[src/rtl/aocv_pkg.sv]
package aocv_pkg;

  localparam int CELL_COUNT_DEF       = 4;
  localparam int SAMPLES_PER_CELL_DEF = 67;

  localparam logic [9:0]  DIFF_LIMIT  = 10'd480;
  localparam logic [31:0] DIFF_OFFSET = 32'd148945;
  localparam int          SCALE_SHIFT = 17;
  localparam logic [2:0]  TEMP_CHAN   = 3'd4;

  // Kinds of the next conversion
  localparam logic [1:0] KIND_DIFF   = 2'd0;
  localparam logic [1:0] KIND_SINGLE = 2'd1;
  localparam logic [1:0] KIND_TEMP   = 2'd2;

  // Configuration register indexes
  localparam logic [1:0] REG_DIFF_GAINS   = 2'd0;
  localparam logic [1:0] REG_SINGLE_GAINS = 2'd1;
  localparam logic [1:0] REG_DIFF_CORR    = 2'd2;
  localparam logic [1:0] REG_TEMP_OFFSET  = 2'd3;

  typedef enum logic [2:0] {
    ST_IDLE,
    ST_CORR,
    ST_SCALE,
    ST_DONE,
    ST_OUT
  } state_t;

endpackage

[src/rtl/aocv_mul.sv]
// Shift-add multiplier: two multiplicand bits per cycle.
// Product is a[AW-1:0] * b[BW-1:0], unsigned, exact.
module aocv_mul #(
  parameter int AW = 33,
  parameter int BW = 16
) (
  input  logic            clk,
  input  logic            rst,
  input  logic            start,
  input  logic [AW-1:0]   a,
  input  logic [BW-1:0]   b,
  output logic            busy,
  output logic [AW+BW-1:0] prod
);

  localparam int PW = AW + BW;
  localparam int CW = $clog2(AW / 2 + 2);
  localparam logic [CW-1:0] STEPS = CW'((AW + 1) / 2);

  logic [AW-1:0] mcand;
  logic [PW-1:0] mplier;
  logic [CW-1:0] count;
  logic [PW-1:0] add0, add1;

  // Form the two partial products of this step
  always_comb begin
    add0 = mcand[0] ? mplier : '0;
    add1 = (AW > 1 && mcand[1]) ? (mplier << 1) : '0;
  end

  always_ff @(posedge clk) begin
    if (rst) begin
      busy  <= 1'b0;
      count <= '0;
    end else if (start) begin
      busy  <= 1'b1;
      count <= '0;
    end else if (busy) begin
      count <= count + 1'b1;
      if (count == STEPS - 1'b1) busy <= 1'b0;
    end
  end

  // Advance two bits a cycle
  always_ff @(posedge clk) begin
    if (start) begin
      mcand  <= a;
      mplier <= PW'(b);
      prod   <= '0;
    end else if (busy) begin
      prod   <= prod + add0 + add1;
      mcand  <= mcand >> 2;
      mplier <= mplier << 2;
    end
  end

endmodule

[src/rtl/autorange_oversampling_cell_voltage_core.sv]
// Cell voltage monitor: one 10-bit ADC conversion per input item, one result
// item per input item. A conversion that does not finish a cell channel loads
// the result register at its accepting edge, so its result is offered the next
// cycle. The next item waits until that result has been taken. The conversion
// that completes a cell channel runs the sum through a shared two-bit-per-cycle
// shift-add multiplier. Each multiply has a start, 17 shift-add steps and a
// hand-off. A differential channel needs the gain correction multiply first;
// a single-ended channel goes straight to the scaling multiply. One item is
// in work at a time; the next is accepted once the result register has been
// taken. Each result tells the next channel and conversion kind; the mux must
// follow it.
module autorange_oversampling_cell_voltage_core #(
  parameter int CELL_COUNT       = aocv_pkg::CELL_COUNT_DEF,
  parameter int SAMPLES_PER_CELL = aocv_pkg::SAMPLES_PER_CELL_DEF
) (
  input  logic        clk,
  input  logic        rst,
  input  logic        s_tvalid,
  output logic        s_tready,
  input  logic [15:0] s_tdata,   // [9:0] conversion
  output logic        m_tvalid,
  input  logic        m_tready,
  output logic [31:0] m_tdata,   // [2:0] next_channel, [4:3] next_kind,
                                 // [5] result_valid, [8:6] result_index,
                                 // [24:9] measured_value
  input  logic        cfg_we,
  input  logic [1:0]  cfg_index,
  input  logic [63:0] cfg_data
);

  localparam int SW = 7;
  localparam logic [SW-1:0] SPC = SW'(SAMPLES_PER_CELL);
  localparam logic [2:0] LAST_CELL = 3'(CELL_COUNT - 1);

  // Configuration
  logic [63:0] diff_gains, single_gains;
  logic [15:0] diff_corr, temp_offset;

  always_ff @(posedge clk) begin
    if (rst) begin
      diff_gains   <= '0;
      single_gains <= '0;
      diff_corr    <= 16'hFFFF;
      temp_offset  <= '0;
    end else if (cfg_we) begin
      unique case (cfg_index)
        aocv_pkg::REG_DIFF_GAINS:   diff_gains   <= cfg_data;
        aocv_pkg::REG_SINGLE_GAINS: single_gains <= cfg_data;
        aocv_pkg::REG_DIFF_CORR:    diff_corr    <= cfg_data[15:0];
        aocv_pkg::REG_TEMP_OFFSET:  temp_offset  <= cfg_data[15:0];
        default: ;
      endcase
    end
  end

  aocv_pkg::state_t state, state_next;

  logic [2:0]    cur_ch;
  logic [SW-1:0] count;
  logic [31:0]   acc;
  logic          diff_flag;
  logic [15:0]   prev_v;
  logic          fin_diff;
  logic [2:0]    fin_ch;

  // Multiplier
  logic        mul_start, mul_busy;
  logic [32:0] mul_a;
  logic [15:0] mul_b;
  logic [48:0] mul_p;

  aocv_mul #(.AW(33), .BW(16)) u_mul (
    .clk(clk), .rst(rst), .start(mul_start), .a(mul_a), .b(mul_b),
    .busy(mul_busy), .prod(mul_p)
  );

  logic        in_acc;
  logic [9:0]  code;
  logic [31:0] sample;
  logic        over;
  logic [15:0] gain;
  logic        acc_neg;
  logic [31:0] corr;
  logic [31:0] sum_off;
  logic [15:0] vtg;
  logic        out_load;
  logic [24:0] out_word;

  assign in_acc = s_tvalid && s_tready;
  assign code   = s_tdata[9:0];
  assign sample = diff_flag ? {{22{code[9]}}, code} : {22'd0, code};
  assign over   = diff_flag && (code[9] ? (code < 10'd544) : (code > aocv_pkg::DIFF_LIMIT));
  assign s_tready = (state == aocv_pkg::ST_IDLE) && !m_tvalid;

  // Select the channel gain
  always_comb begin
    gain = fin_diff ? diff_gains[16*fin_ch[1:0] +: 16] : single_gains[16*fin_ch[1:0] +: 16];
  end

  // Gain correction: multiply magnitude, restore sign, floor shift by 16
  always_comb begin
    corr = mul_p[47:16];
    if (acc_neg) corr = ~mul_p[47:16] + ((mul_p[15:0] == 16'd0) ? 32'd1 : 32'd0);
  end
  assign sum_off = acc + (fin_diff ? aocv_pkg::DIFF_OFFSET : 32'd0);
  logic [31:0] scaled;
  assign scaled = mul_p[31:0] + 32'd65536;
  assign vtg    = {1'b0, scaled[31:aocv_pkg::SCALE_SHIFT]};

  function automatic logic fin_diffn();
    fin_diffn = diff_flag && !(count == SW'(1) && over);
  endfunction

  // Next state
  always_comb begin
    state_next = state;
    unique case (state)
      aocv_pkg::ST_IDLE:
        if (in_acc && cur_ch < aocv_pkg::TEMP_CHAN && count + 1'b1 >= SPC)
          state_next = fin_diffn() ? aocv_pkg::ST_CORR : aocv_pkg::ST_SCALE;
      aocv_pkg::ST_CORR:  if (!mul_busy && !mul_start) state_next = aocv_pkg::ST_SCALE;
      aocv_pkg::ST_SCALE: if (!mul_busy && !mul_start) state_next = aocv_pkg::ST_DONE;
      aocv_pkg::ST_DONE:  state_next = aocv_pkg::ST_IDLE;
      default:            state_next = aocv_pkg::ST_IDLE;
    endcase
  end

  // Outputs of the sequencer
  logic phase_go;
  always_comb begin
    mul_start = 1'b0;
    mul_a     = '0;
    mul_b     = '0;
    out_load  = 1'b0;
    unique case (state)
      aocv_pkg::ST_CORR: begin
        mul_start = phase_go;
        mul_a = {1'b0, acc_neg ? (~acc + 32'd1) : acc};
        mul_b = diff_corr;
      end
      aocv_pkg::ST_SCALE: begin
        mul_start = phase_go;
        mul_a = {1'b0, sum_off};
        mul_b = gain;
      end
      aocv_pkg::ST_DONE: out_load = 1'b1;
      default: ;
    endcase
  end

  always_ff @(posedge clk) begin
    if (rst) phase_go <= 1'b0;
    else phase_go <= (state_next != state) &&
                     (state_next == aocv_pkg::ST_CORR || state_next == aocv_pkg::ST_SCALE);
  end

  // Channel state and item bookkeeping
  always_ff @(posedge clk) begin
    if (rst) begin
      state     <= aocv_pkg::ST_IDLE;
      cur_ch    <= '0;
      count     <= '0;
      acc       <= '0;
      diff_flag <= 1'b1;
      prev_v    <= '0;
      m_tvalid  <= 1'b0;
    end else begin
      state <= state_next;
      if (m_tvalid && m_tready) m_tvalid <= 1'b0;
      if (in_acc) begin
        if (cur_ch >= aocv_pkg::TEMP_CHAN) begin
          cur_ch   <= '0;
          out_word <= {{6'd0, code} - temp_offset, aocv_pkg::TEMP_CHAN, 1'b1,
                       aocv_pkg::KIND_DIFF, 3'd0};
          m_tvalid <= 1'b1;
        end else if (count + 1'b1 >= SPC) begin
          fin_diff <= fin_diffn();
          fin_ch   <= cur_ch;
          acc_neg  <= (count > SW'(2)) ? ((acc + sample) >> 31) != 0 : acc[31];
          if (count > SW'(2)) acc <= acc + sample;
        end else begin
          if (count > SW'(2)) acc <= acc + sample;
          if (count == SW'(1)) diff_flag <= !over;
          count    <= count + 1'b1;
          out_word <= {16'd0, 3'd0, 1'b0,
                       (count == SW'(1) ? !over : diff_flag) ? aocv_pkg::KIND_DIFF
                                                             : aocv_pkg::KIND_SINGLE,
                       cur_ch};
          m_tvalid <= 1'b1;
        end
      end
      if (state == aocv_pkg::ST_CORR && !mul_busy && !mul_start) acc <= corr;
      if (out_load) begin
        prev_v    <= vtg;
        acc       <= '0;
        count     <= '0;
        diff_flag <= 1'b1;
        cur_ch    <= (fin_ch == LAST_CELL) ? aocv_pkg::TEMP_CHAN : fin_ch + 3'd1;
        out_word  <= {(fin_ch == 3'd0) ? vtg : vtg - prev_v, fin_ch, 1'b1,
                      (fin_ch == LAST_CELL) ? aocv_pkg::KIND_TEMP : aocv_pkg::KIND_DIFF,
                      (fin_ch == LAST_CELL) ? aocv_pkg::TEMP_CHAN : fin_ch + 3'd1};
        m_tvalid  <= 1'b1;
      end
    end
  end

  assign m_tdata = {7'd0, out_word};

  // Checks
  a_no_accept_busy: assert property (@(posedge clk) disable iff (rst)
    state != aocv_pkg::ST_IDLE |-> !s_tready) else $error("accept while busy");
  a_done_valid: assert property (@(posedge clk) disable iff (rst)
    out_load |=> m_tvalid) else $error("result lost");
  a_mul_idle: assert property (@(posedge clk) disable iff (rst)
    state == aocv_pkg::ST_IDLE |-> !mul_start) else $error("stray multiply");

endmodule

[config.mk]
export PLATFORM = sky130hd
export DESIGN_NAME = autorange_oversampling_cell_voltage_core
export DESIGN_NICKNAME = d
export VERILOG_FILES = /design/src/rtl/aocv_pkg.sv /design/src/rtl/aocv_mul.sv /design/src/rtl/autorange_oversampling_cell_voltage_core.sv
export SDC_FILE = /design/constraint.sdc
export NUM_CORES = 1
export LEC_CHECK = 0
export ABC_CLOCK_PERIOD_IN_PS = 4500
export BUFFER_PORTS_ARGS = -buffer_cell sky130_fd_sc_hd__buf_4
export CAP_MARGIN = 10
export CORE_MARGIN = 1.5
export CORE_UTILIZATION = 50
export DETAILED_ROUTE_END_ITERATION = 10
export HOLD_SLACK_MARGIN = 0.08
export PLACE_DENSITY = 0.67
export SYNTH_ARGS = -nofsm -noshare
export SYNTH_HDL_FRONTEND = slang
export SYNTH_SLANG_ARGS = --single-unit
export TNS_END_PERCENT = 50
[constraint.sdc]
create_clock -name clk -period 4.5 [get_ports clk]
set_clock_uncertainty 0.05 [all_clocks]
set_input_delay 0.45 -clock clk [delete_from_list [all_inputs] [get_ports clk]]
set_output_delay 0.45 -clock clk [all_outputs]
set_load 0.02 [all_outputs]
======== After elaboration in Yosys (flattened, before gate mapping) ========
Index checks and enable logic that the tools add are counted.
storage, ports and cells
  ROM bits ................................ 0
  latch bits .............................. 0
  register bits after elaboration ......... 390
  memories ................................ 0
  bits of input ports ..................... 87
  logic and storage cells ................. 148
  memory bits (writable) .................. 0
  output and inout bits ................... 34
operators by class
  eq/ne operators ......................... 14
  multiply operators ...................... 0
  multiplexer cells ....................... 47
  shift operators ......................... 2
  $lt $le $gt $ge ......................... 6
  div/mod/pow operators ................... 0
  $add $sub $neg .......................... 12
  bitwise gates (word level) .............. 5
  reduce and logical (&&, ||, !) cells .... 39
operators by type and width
  cell                    count
  $mux 32                 7
  $shiftx 64x7->16        2
  $mux 25                 4
  $add 49x49->49          2
  $mux 49                 2
  $mux 33                 2
  $mux 16                 4
  $not 32->32             2
  $pmux 32 s2             1
  $add 32x1->32           1
  $add 32x1->32 const B   1
  $add 32x17->32 const B  1
  $add 32x18->32          1
  $add 32x32->32          1
  $pmux 16 s2             1
  $mux 3                  7
  $mux 18                 1
  $logic_not 16->1        1
  $sub 10x16->16          1
  $sub 15x15->16          1
  $mux 1                  15
  $eq 3x2->1 const B      4
  $logic_and 1x1->1       12
  $gt 10x9->1 const B     1
  other kinds (28)        50

======== Depth between registers and ports, before layout ========
Gate-level depths: netlist of the first run.
  word-level depth ........................ 12
  mapped depth ............................ 17
  mapped depth without buffers ............ 16

======== By module ========
From an unflattened synthesis of the first run, not the netlist that was laid out.
second synthesis, totals
  cells, all modules ...................... 2978
  area, all modules ....................... 25333.0 sq um
modules (own cells, without submodules)
  module                                    times used  seq. area each (sq um)  cells each  area an instance (sq um)
  autorange_oversampling_cell_voltage_core  1           5365.1                  2053        16035.4
  aocv_mul                                  1           3233.1                  925         9297.7

======== Worst setup path before layout of the first run ========
No wires, ideal clock.
  path type ............................... register to register
  start point ............................. register u_mul.mcand[1]
  end point ............................... register u_mul.prod[45]
  stages on the path, launching flop included .. 17
  slack ................................... 485 ps
  library setup time ...................... 101 ps
  period minus slack after synthesis ...... 4015 ps
  path buffers ............................ 3
  data required time ...................... 4349 ps
  arrival ................................. 3864 ps
  cell sequence ........................... edfxtp_1 -> clkbuf_1 -> clkbuf_1 -> nand2_1 -> fa_1 -> inv_1 -> ha_1 -> clkbuf_1 -> a21o_1 -> a211oi_1 -> o2bb2ai_1 -> a31oi_1 -> a31o_2 -> a2111oi_1 -> nor3_1 -> o21a_1 -> o32ai_1
on the way
  longest elaborated chain between the ends .. 2
RTL lines
  element                 line            RTL
  from (decl)             aocv_mul.sv:20  logic [AW-1:0] mcand;
  from (signal assigned)  aocv_mul.sv:52  mcand <= mcand >> 2;
  $mux 49                 aocv_mul.sv:28  add1 = (AW > 1 && mcand[1]) ? (mplier << 1) : '0;
  $add 49x49->49          aocv_mul.sv:51  prod <= prod + add0 + add1;
  to (signal assigned)    aocv_mul.sv:51
  to (decl)               aocv_mul.sv:13  output logic [AW+BW-1:0] prod
Every way passes these cells.
A chain may end at the register's enable or synchronous reset.

======== Worst setup path in the final report of the first run ========
  start point ............................. register u_mul.mcand[0]
  end point ............................... register u_mul.prod[47]
on the way
  longest elaborated chain between the ends .. 3
RTL lines
  element                       line            RTL
  $mux 49                       aocv_mul.sv:27  add0 = mcand[0] ? mplier : '0;
  $add 49x49->49 (2 in series)  aocv_mul.sv:51
Every way passes these cells.

==> results of run 1 <==
-- logic make-up (layout without fill, tap and decap cells) --
| logic type | Yosys count | count (layout) | share of synthesized area [%] |
|---|---|---|---|
| adders and majority gates | 174 | 174 | 10.1 |
| DFF | 387 | 387 | 33.6 |
| and+or+nand+nor | 1082 | 1082 | 18.7 |
| AOI/OAI and AO/OA | 789 | 789 | 19.4 |
| buffers and inverters | 414 | 514 | 6.30 |
| other | 1 | 8 | 0.0148 |
| muxes | 112 | 112 | 6.00 |
| xor gates and xnor gates | 174 | 174 | 6.00 |
-- power by group --
group	switching [mW]	internal, mW	total [mW]
Combinational	0.866	0.597	1.46
Sequential	0.119	3.65	3.77
Clock	1.53	2.09	3.61
Total	2.51	6.34	8.85
-- cell type report --
| cell class | instances | area share (%) |
|---|---|---|
| multi-input cells | 2339 | 53.3 |
| flip-flops and latches | 387 | 29.6 |
| repair buffers | 224 | 6.43 |
| clock buffers | 67 | 4.44 |
| well taps | 672 | 2.92 |
| inverters | 211 | 2.75 |
| clock inverters | 12 | 0.561 |
-- Yosys cell counts (all sizes together) (15+ instances only) --
library cell / instances / share of area (%)
o211ai: 17 / 0.50
xnor2: 120 / 4.1
dfxtp: 309 / 24
o221ai: 15 / 0.52
nor3: 44 / 0.87
o22ai: 32 / 0.79
or3: 22 / 0.60
nand4: 27 / 0.67
and2: 16 / 0.39
a21o: 46 / 1.4
edfxtp: 78 / 9.2
fa: 50 / 3.9
mux4: 32 / 2.8
xor2: 54 / 1.9
mux2i: 78 / 3.1
o21ai: 140 / 2.8
inv: 211 / 3.1
a21oi: 311 / 6.1
a211oi: 58 / 1.7
nand3b: 20 / 0.59
buf: 33 / 0.67
and3: 15 / 0.37
o21bai: 18 / 0.53
nor2: 223 / 3.3
o31ai: 21 / 0.64
clkbuf: 170 / 2.5
ha: 124 / 6.1
nor2b: 19 / 0.47
nand2: 591 / 8.7
a31oi: 19 / 0.47
nand3: 40 / 0.79
-- state kept, by name, summed over array words and instances (netlist names), 7 cells and up --
name	cells
diff_gains	64
single_gains	64
u_mul.mplier	48
u_mul.prod	48
acc	32
u_mul.mcand	32
out_word	25
diff_corr	16
temp_offset	16
prev_v	15
count	7
-- worst min-delay path, stage by stage --
cell	delay, ns
sky130_fd_sc_hd__buf_4	0.14
sky130_fd_sc_hd__nand2_1	0.05
sky130_fd_sc_hd__a21oi_1	0.05
-- cells in the final DEF (no fill, tap or decap), types with 15 or more instances in the layout --
| cell type | count |
|---|---|
| sky130_fd_sc_hd__nand2_1 | 591 |
| sky130_fd_sc_hd__a21oi_1 | 310 |
| sky130_fd_sc_hd__dfxtp_1 | 308 |
| sky130_fd_sc_hd__nor2_1 | 221 |
| sky130_fd_sc_hd__inv_1 | 209 |
| sky130_fd_sc_hd__buf_4 | 158 |
| sky130_fd_sc_hd__o21ai_0 | 137 |
| sky130_fd_sc_hd__ha_1 | 124 |
| sky130_fd_sc_hd__xnor2_1 | 120 |
| sky130_fd_sc_hd__mux2i_1 | 78 |
| sky130_fd_sc_hd__edfxtp_1 | 78 |
| sky130_fd_sc_hd__dlygate4sd3_1 | 63 |
| sky130_fd_sc_hd__a211oi_1 | 57 |
| sky130_fd_sc_hd__xor2_1 | 54 |
| sky130_fd_sc_hd__fa_1 | 50 |
| sky130_fd_sc_hd__a21o_1 | 46 |
| sky130_fd_sc_hd__clkbuf_16 | 45 |
| sky130_fd_sc_hd__nor3_1 | 43 |
| sky130_fd_sc_hd__nand3_1 | 40 |
| sky130_fd_sc_hd__mux4_2 | 32 |
| sky130_fd_sc_hd__o22ai_1 | 32 |
| sky130_fd_sc_hd__nand4_1 | 27 |
| sky130_fd_sc_hd__o31ai_1 | 20 |
| sky130_fd_sc_hd__nand3b_1 | 20 |
| sky130_fd_sc_hd__or3_1 | 19 |
| sky130_fd_sc_hd__a31oi_1 | 19 |
| sky130_fd_sc_hd__nor2b_1 | 19 |
| sky130_fd_sc_hd__o21bai_1 | 18 |
| sky130_fd_sc_hd__o211ai_1 | 17 |
| sky130_fd_sc_hd__and2_1 | 16 |
| sky130_fd_sc_hd__and3_1 | 15 |
| sky130_fd_sc_hd__o221ai_1 | 15 |
| sky130_fd_sc_hd__clkbuf_1 | 15 |
-- through the flow --
stage | instances | utilization (%)
after floorplan | 3140 | -
after global placement | 3764 | 53.2
after detailed placement | 3764 | 53.2
after CTS | 3906 | 57.3
after global routing | 3912 | 57.4
final | 3912 | 57.4
-- path summary, 6_finish.rpt --
| path | end | slack [ns] | depth (start not counted) |
|---|---|---|---|
| max | u_mul.prod[47] | 0.29 | 16 |
| max reg2reg | u_mul.prod[47] | 0.29 | 16 |
| min | diff_gains[7] | 0.09 | 3 |
| min reg2reg | diff_gains[40] | 0.40 | 2 |
-- layer usage --
| metal | global-route usage, % | vias up | part of all wire [%] |
|---|---|---|---|
| li1 | - | 11000 | - |
| met5 | 0 | - | 0 |
| met3 | 3.07 | 138 | 5.2 |
| met1 | 33.7 | 11000 | 42 |
| met2 | 47.1 | 724 | 49 |
| met4 | 11.4 | 0 | 4.0 |
-- timing repair --
action | 4_1_cts | 5_1_grt
endpoints found under the hold margin | 139 | 0
hold buffers | 63 | 0
buffers inserted | 0 | 6
endpoints found under the setup margin | 0 | 4
resized for setup | 0 | 1
==> load_flow_metrics.sql, run 1 <==
INSERT INTO impl_metrics (metric_group, metric, value, unit) VALUES
('status', 'outcome', 'finished, final reports clean', ''),
('sta', 'setup_ws', '0.288', 'ns'),
('routing', 'average_vias_per_placed_instance', '5.85', ''),
('sta', 'hold-worst-slack', '0.0924', 'ns'),
('sta', 'hold_viol', '0', ''),
('global_route', 'grt_max_degree', '115', ''),
('worst_setup_path', 'crit_path_end_kind', 'flip-flop', ''),
('routing', 'post_drt_wl_per_cell', '18.5', 'um'),
('worst_setup_path', 'timing.critical_path.slowest_stage_cell', 'sky130_fd_sc_hd__edfxtp_1', ''),
('clocking', 'cts.root.buffer_cell', 'sky130_fd_sc_hd__clkbuf_16', ''),
('global_route', 'global_route_wire_length_before_repair', '115000', 'um'),
('sta', 'tightestPinTransition', '1.17', 'ns'),
('sta', 'tcrit_tclk_final', '93.6', '%'),
('placement', 'gp_routability_congestion', '0.902', ''),
('global_route', 'global_route_usage_over_all_layers', '26.9', '%'),
('routing', 'routed_wirelength', '72200', 'um'),
('sta', 'max_freq', '0.237', 'GHz'),
('clocking', 'clock_sink_count', '387', ''),
('synthesis', 'synth.distinct_cells', '86', ''),
('clocking', 'clock_latency_on_the_worst_skew_pair', '0.60', 'ns'),
('cells_and_area', 'syn_to_final_growth', '13.4', '%'),
('die', 'initial_utilization', '50.6', '%'),
('worst_setup_path', 'critPathArrivalTime', '4.67', 'ns'),
('worst_setup_path', 'launching_instance_or_port_of_the_critical_path', 'u_mul.mcand[0]', ''),
('placement', 'worst_case_setup_slack_after_placement', '0.128', 'ns'),
('routing', 'dr_total_vias', '22900', ''),
('synthesis', 'synth_seq_area_share', '33.6', '%'),
('synthesis', 'synth-warning-count', '0', ''),
('sta', 'fin_tns_setup', '0', 'ns'),
('cells_and_area', 'n_diodes', '0', ''),
('worst_setup_path', 'critPathMaxStageDelay', '0.49', 'ns'),
('cells_and_area', 'nets', '3468', ''),
('die', 'num_io_pins', '121', ''),
('clocking', 'clock_tree_from_tritoncts', 'yes', ''),
('synthesis', 'synth_top_flop_cell', 'sky130_fd_sc_hd__dfxtp_1', ''),
('clocking', 'ctsLongestPathBuffers', '3', ''),
('cells_and_area', 'finalInstanceArea', '0.0288', 'mm2'),
('sta', 'final-max-slew-violation-count', '0', ''),
('worst_setup_path', 'path_buf_inv', '4', ''),
('sta', 'finalWorstPathRequiredPeriod', '4.21', 'ns'),
('die', 'die_h', '228', 'um'),
('synthesis', 'synth.ff_latch_count', '387', ''),
('power_and_ir_drop', 'total_power', '8.85', 'mW'),
('die', 'dieWidth', '228', 'um'),
('global_route', 'first_global_vias', '21800', ''),
('die', 'die_area', '0.0521', 'mm2'),
('worst_setup_path', 'setup.worst_path.start_class', 'flip-flop', ''),
('placement', 'place_hpwl', '51800', 'um'),
('power_and_ir_drop', 'vdd_ir_drop_max', '269', 'uV'),
('clocking', 'cts.clk_slew.worst_paths', '0.06', 'ns'),
('cells_and_area', 'sequential_cell_area', '0.00853', 'mm2'),
('routing', 'firstDrtPassIters', '6', ''),
('worst_setup_path', 'crit_path_cell_trace', 'buf_4 > buf_4 > nand2_1 > fa_1 > inv_1 > ha_1 > a21o_1 > a31oi_1 > o211a_1 > a22oi_1 > o211ai_1 > buf_4 > a21oi_1 > mux2_2 > or3_1 > a21oi_1', ''),
('worst_setup_path', 'cpMostUsedCell', 'sky130_fd_sc_hd__buf_4', ''),
('cells_and_area', 'num-fill-cells', '4539', ''),
('sta', 'finalSetupViolCount', '0', ''),
('synthesis', 'postSynth.asyncResetShare', '0', '%'),
('synthesis', 'post_synth.cell_area_avg', '8.11', 'um2'),
('synthesis', 'synth-edff-count', '78', ''),
('routing', 'dr.first_iter.drc_count', '1696', ''),
('synthesis', 'syn_area', '0.0254', 'mm2'),
('synthesis', 'post_synth_inst_count', '3133', ''),
('routing', 'antenna_violating_nets_remaining', '0', ''),
('worst_setup_path', 'critical_path_required', '4.96', 'ns'),
('worst_setup_path', 'timing.setup.critical_path_class', 'reg2reg', ''),
('worst_hold_path', 'hold_path_class', 'in2reg', ''),
('run', 'max_cap_violations', '0', ''),
('cells_and_area', 'multi_input_logic_area', '0.0153', 'mm2'),
('worst_hold_path', 'min-delay-start', 'cfg_data[7]', ''),
('power_and_ir_drop', 'cellLeakagePower', '11.5', 'nW'),
('placement', 'placed_area', '0.0267', 'mm2');
No activity file was read; power rests on OpenSTA's default activity.
==> inputs of run 2 (changes only) <==
--- a/config.mk
+++ b/config.mk
@@ -8,12 +8,15 @@
 export ABC_CLOCK_PERIOD_IN_PS = 4500
 export BUFFER_PORTS_ARGS = -buffer_cell sky130_fd_sc_hd__buf_4
 export CAP_MARGIN = 10
+export CORE_ASPECT_RATIO = 1.1
 export CORE_MARGIN = 1.5
 export CORE_UTILIZATION = 50
 export DETAILED_ROUTE_END_ITERATION = 10
 export HOLD_SLACK_MARGIN = 0.08
 export PLACE_DENSITY = 0.67
+export SETUP_SLACK_MARGIN = 0.5
 export SYNTH_ARGS = -nofsm -noshare
 export SYNTH_HDL_FRONTEND = slang
+export SYNTH_HIERARCHICAL = 1
 export SYNTH_SLANG_ARGS = --single-unit
 export TNS_END_PERCENT = 50
==> run 2 against run 1 <==
  * Wire length decreased by 1.4%
  * Combinational power about the same
  * First-iteration DRC count decreased by 11%
  * Core utilization increased by 0.29 points
  * Via count decreased by 3.9%
  * Flip-flop and latch count increased by 1
  * Register-to-register slack improved by 0.30 ns
  * Sequential power increased by 2%
  * Sequential share of layout area increased by 0.10 points
  * Power decreased by 1.3%
  * Clock power decreased by 5%
==> load_flow_metrics.sql, run 2 <==
INSERT INTO impl_metrics (metric_group, metric, value, unit) VALUES
('clocking', 'maximum_level_of_the_cts_h_tree', '2', ''),
('clocking', 'clock_tree_from_tritoncts', 'yes', ''),
('clocking', 'clock_latency_on_the_worst_skew_pair', '0.60', 'ns'),
('cells_and_area', 'finalInstanceArea', '0.0288', 'mm2'),
('worst_setup_path', 'critPathArrivalTime', '4.34', 'ns'),
('routing', 'dr_total_vias', '22000', ''),
('synthesis', 'post_synth.cell_area_avg', '8.52', 'um2'),
('synthesis', 'synth-warning-count', '6', ''),
('global_route', 'global_route_wire_length_before_repair', '113000', 'um'),
('placement', 'io_buffer_count', '107', ''),
('worst_hold_path', 'hold_path_class', 'in2reg', ''),
('cells_and_area', 'final_cells', '3755', ''),
('cells_and_area', 'n_diodes', '0', ''),
('clocking', 'cts.root.buffer_cell', 'sky130_fd_sc_hd__clkbuf_16', ''),
('power_and_ir_drop', 'power-per-cell-area', '303', 'mW/mm2'),
('sta', 'tightestPinTransition', '1.15', 'ns'),
('placement', 'gp_routability_congestion', '0.949', ''),
('clocking', 'cts_made_buffers', '44', ''),
('die', 'dieWidth', '217', 'um'),
('routing', 'average_vias_per_placed_instance', '5.86', ''),
('cells_and_area', 'num-fill-cells', '4469', ''),
('clocking', 'cts.clk_slew.worst_paths', '0.06', 'ns'),
('sta', 'max_freq', '0.256', 'GHz'),
('sta', 'final-max-slew-violation-count', '0', ''),
('global_route', 'grt_max_degree', '78', ''),
('routing', 'drc_markers', '0', ''),
('power_and_ir_drop', 'cellLeakagePower', '11.4', 'nW'),
('die', 'initial_utilization', '50.4', '%'),
('worst_setup_path', 'critical_path_required', '4.93', 'ns'),
('synthesis', 'post_synth_inst_count', '2955', ''),
('die', 'num_io_pins', '121', ''),
('sta', 'tcrit_tclk_final', '86.9', '%'),
('sta', 'setup_repair_after_global_routing_missed_its_margin', 'yes', ''),
('synthesis', 'syn_area', '0.0252', 'mm2'),
('placement', 'placed_area', '0.0265', 'mm2'),
('worst_setup_path', 'cpMostUsedCell', 'sky130_fd_sc_hd__buf_4', ''),
('worst_setup_path', 'timing.critical_path.slowest_stage_cell', 'sky130_fd_sc_hd__edfxtp_1', ''),
('sta', 'setup_ws', '0.589', 'ns'),
('status', 'outcome', 'finished, final reports clean', ''),
('worst_setup_path', 'crit_path_cell_trace', 'buf_4 > buf_4 > and2_1 > fa_1 > ha_1 > nand2_1 > or3_1 > o41ai_4 > a21oi_2 > or4b_1 > o311ai_1', ''),
('placement', 'worst_case_setup_slack_after_placement', '0.425', 'ns'),
('sta', 'hold-worst-slack', '0.104', 'ns'),
('power_and_ir_drop', 'total_power', '8.74', 'mW'),
('global_route', 'gr-usage-met3', '3.40', '%'),
('worst_setup_path', 'critPathMaxStageDelay', '0.48', 'ns'),
('cells_and_area', 'post-route-util', '57.7', '%'),
('routing', 'dr.first_iter.drc_count', '1501', ''),
('die', 'number_of_standard_cell_rows_in_the_floorplan', '86', ''),
('global_route', 'grt.met1_usage', '31.9', '%'),
('cells_and_area', 'syn_to_final_growth', '14.5', '%'),
('routing', 'firstDrtPassIters', '5', ''),
('cells_and_area', 'fraction_of_layout_cells_with_a_size_suffix_above_1', '12.3', '%'),
('placement', 'place_hpwl', '50500', 'um'),
('global_route', 'first_global_vias', '21400', ''),
('worst_setup_path', 'crit_path_end_kind', 'flip-flop', ''),
('cells_and_area', 'layout.cells.most_common_list', 'sky130_fd_sc_hd__nand2_1, sky130_fd_sc_hd__dfxtp_1, sky130_fd_sc_hd__a21oi_1', ''),
('run', 'max_cap_violations', '0', ''),
('cells_and_area', 'nets', '3322', ''),
('worst_setup_path', 'setup.worst_path.start_class', 'flip-flop', ''),
('placement', 'placed_cells_incl_taps', '3591', ''),
('sta', 'finalWorstPathRequiredPeriod', '3.91', 'ns'),
('global_route', 'globalRoute.totalOverflow', '0', ''),
('routing', 'post_drt_wl_per_cell', '19.0', 'um'),
('sta', 'hold_viol', '0', ''),
('global_route', 'grt_antenna_before_repair', '0', ''),
('worst_setup_path', 'timing.setup.critical_path_class', 'reg2reg', ''),
('global_route', 'grt-busiest-layer', 'met2', ''),
('cells_and_area', 'final_common_cell', 'sky130_fd_sc_hd__nand2_1', ''),
('die', 'die_area', '0.0517', 'mm2'),
('routing', 'routed_wirelength', '71200', 'um'),
('worst_setup_path', 'reg2reg_slack', '0.59', 'ns'),
('clocking', 'clock_sink_count', '388', ''),
('worst_setup_path', 'critical_path_peak_fanout', '19', ''),
('routing', 'antenna_violating_nets_remaining', '0', ''),
('global_route', 'global_route_usage_over_all_layers', '27.0', '%'),
('clocking', 'ctsLongestPathBuffers', '3', ''),
('die', 'die_h', '238', 'um'),
('cells_and_area', 'largest_registers', 'diff_gains (64), single_gains (64)', ''),
('die', 'core_region_area', '0.0499', 'mm2'),
('global_route', 'gr-usage-met2', '48.5', '%'),
('power_and_ir_drop', 'vdd_ir_drop_max', '288', 'uV'),
('sta', 'fin_tns_setup', '0', 'ns'),
('sta', 'finalSetupViolCount', '0', ''),
('sta', 'slew-limit-headroom', '23.5', '%');
==> run 2: area by class of cell <==
cell class / instances / area, um2 / area share, %
Clock inverter: 23 / 178 / 0.617
Clock buffer: 59 / 1180 / 4.09
Timing Repair Buffer: 235 / 1940 / 6.72
Sequential cell: 388 / 8560 / 29.7
Multi-Input combinational cell: 2299 / 15800 / 54.8
Tap cell: 660 / 826 / 2.87
Inverter: 91 / 345 / 1.20
==> run 2: repair_timing <==
action / in CTS / in global routing
setup buffers: 1 / 17
hold buffers: 64 / 0
endpoints found under the setup margin: 5 / 41
resized for setup: 3 / 32
hold endpoints to repair: 134 / 0
pin swaps: 0 / 9
==> run 2: worst paths after layout <==
path                  start               to  depth (start not counted)
max          u_mul/mcand[1]   u_mul/prod[41]                         11
min             cfg_data[3]  single_gains[3]                          3
max reg2reg  u_mul/mcand[1]   u_mul/prod[41]                         11
min reg2reg  diff_gains[39]   diff_gains[39]                          2
==> run 2: power breakdown <==
| part | total [mW] | internal (mW) | switching [mW] |
|---|---|---|---|
| logic | 1.46 | 0.640 | 0.820 |
| clock network | 3.43 | 1.87 | 1.55 |
| registers | 3.85 | 3.67 | 0.183 |
| total | 8.74 | 6.18 | 2.55 |
==> run 2: routing by layer <==
layer | wire length (um) | share of wire, %
met3 | 3140 | 4.4
met1 | 28600 | 40
met2 | 36000 | 51
met5 | 0 | 0
met4 | 3430 | 4.8
==> run 2: worst max-delay path: cells and delay by family (launching register included) <==
family,cells,cell delay [ns]
compound gates,3,0.67
fa+ha+maj,2,0.86
buf+inv,2,0.43
flops,1,0.48
simple gates,4,1.29
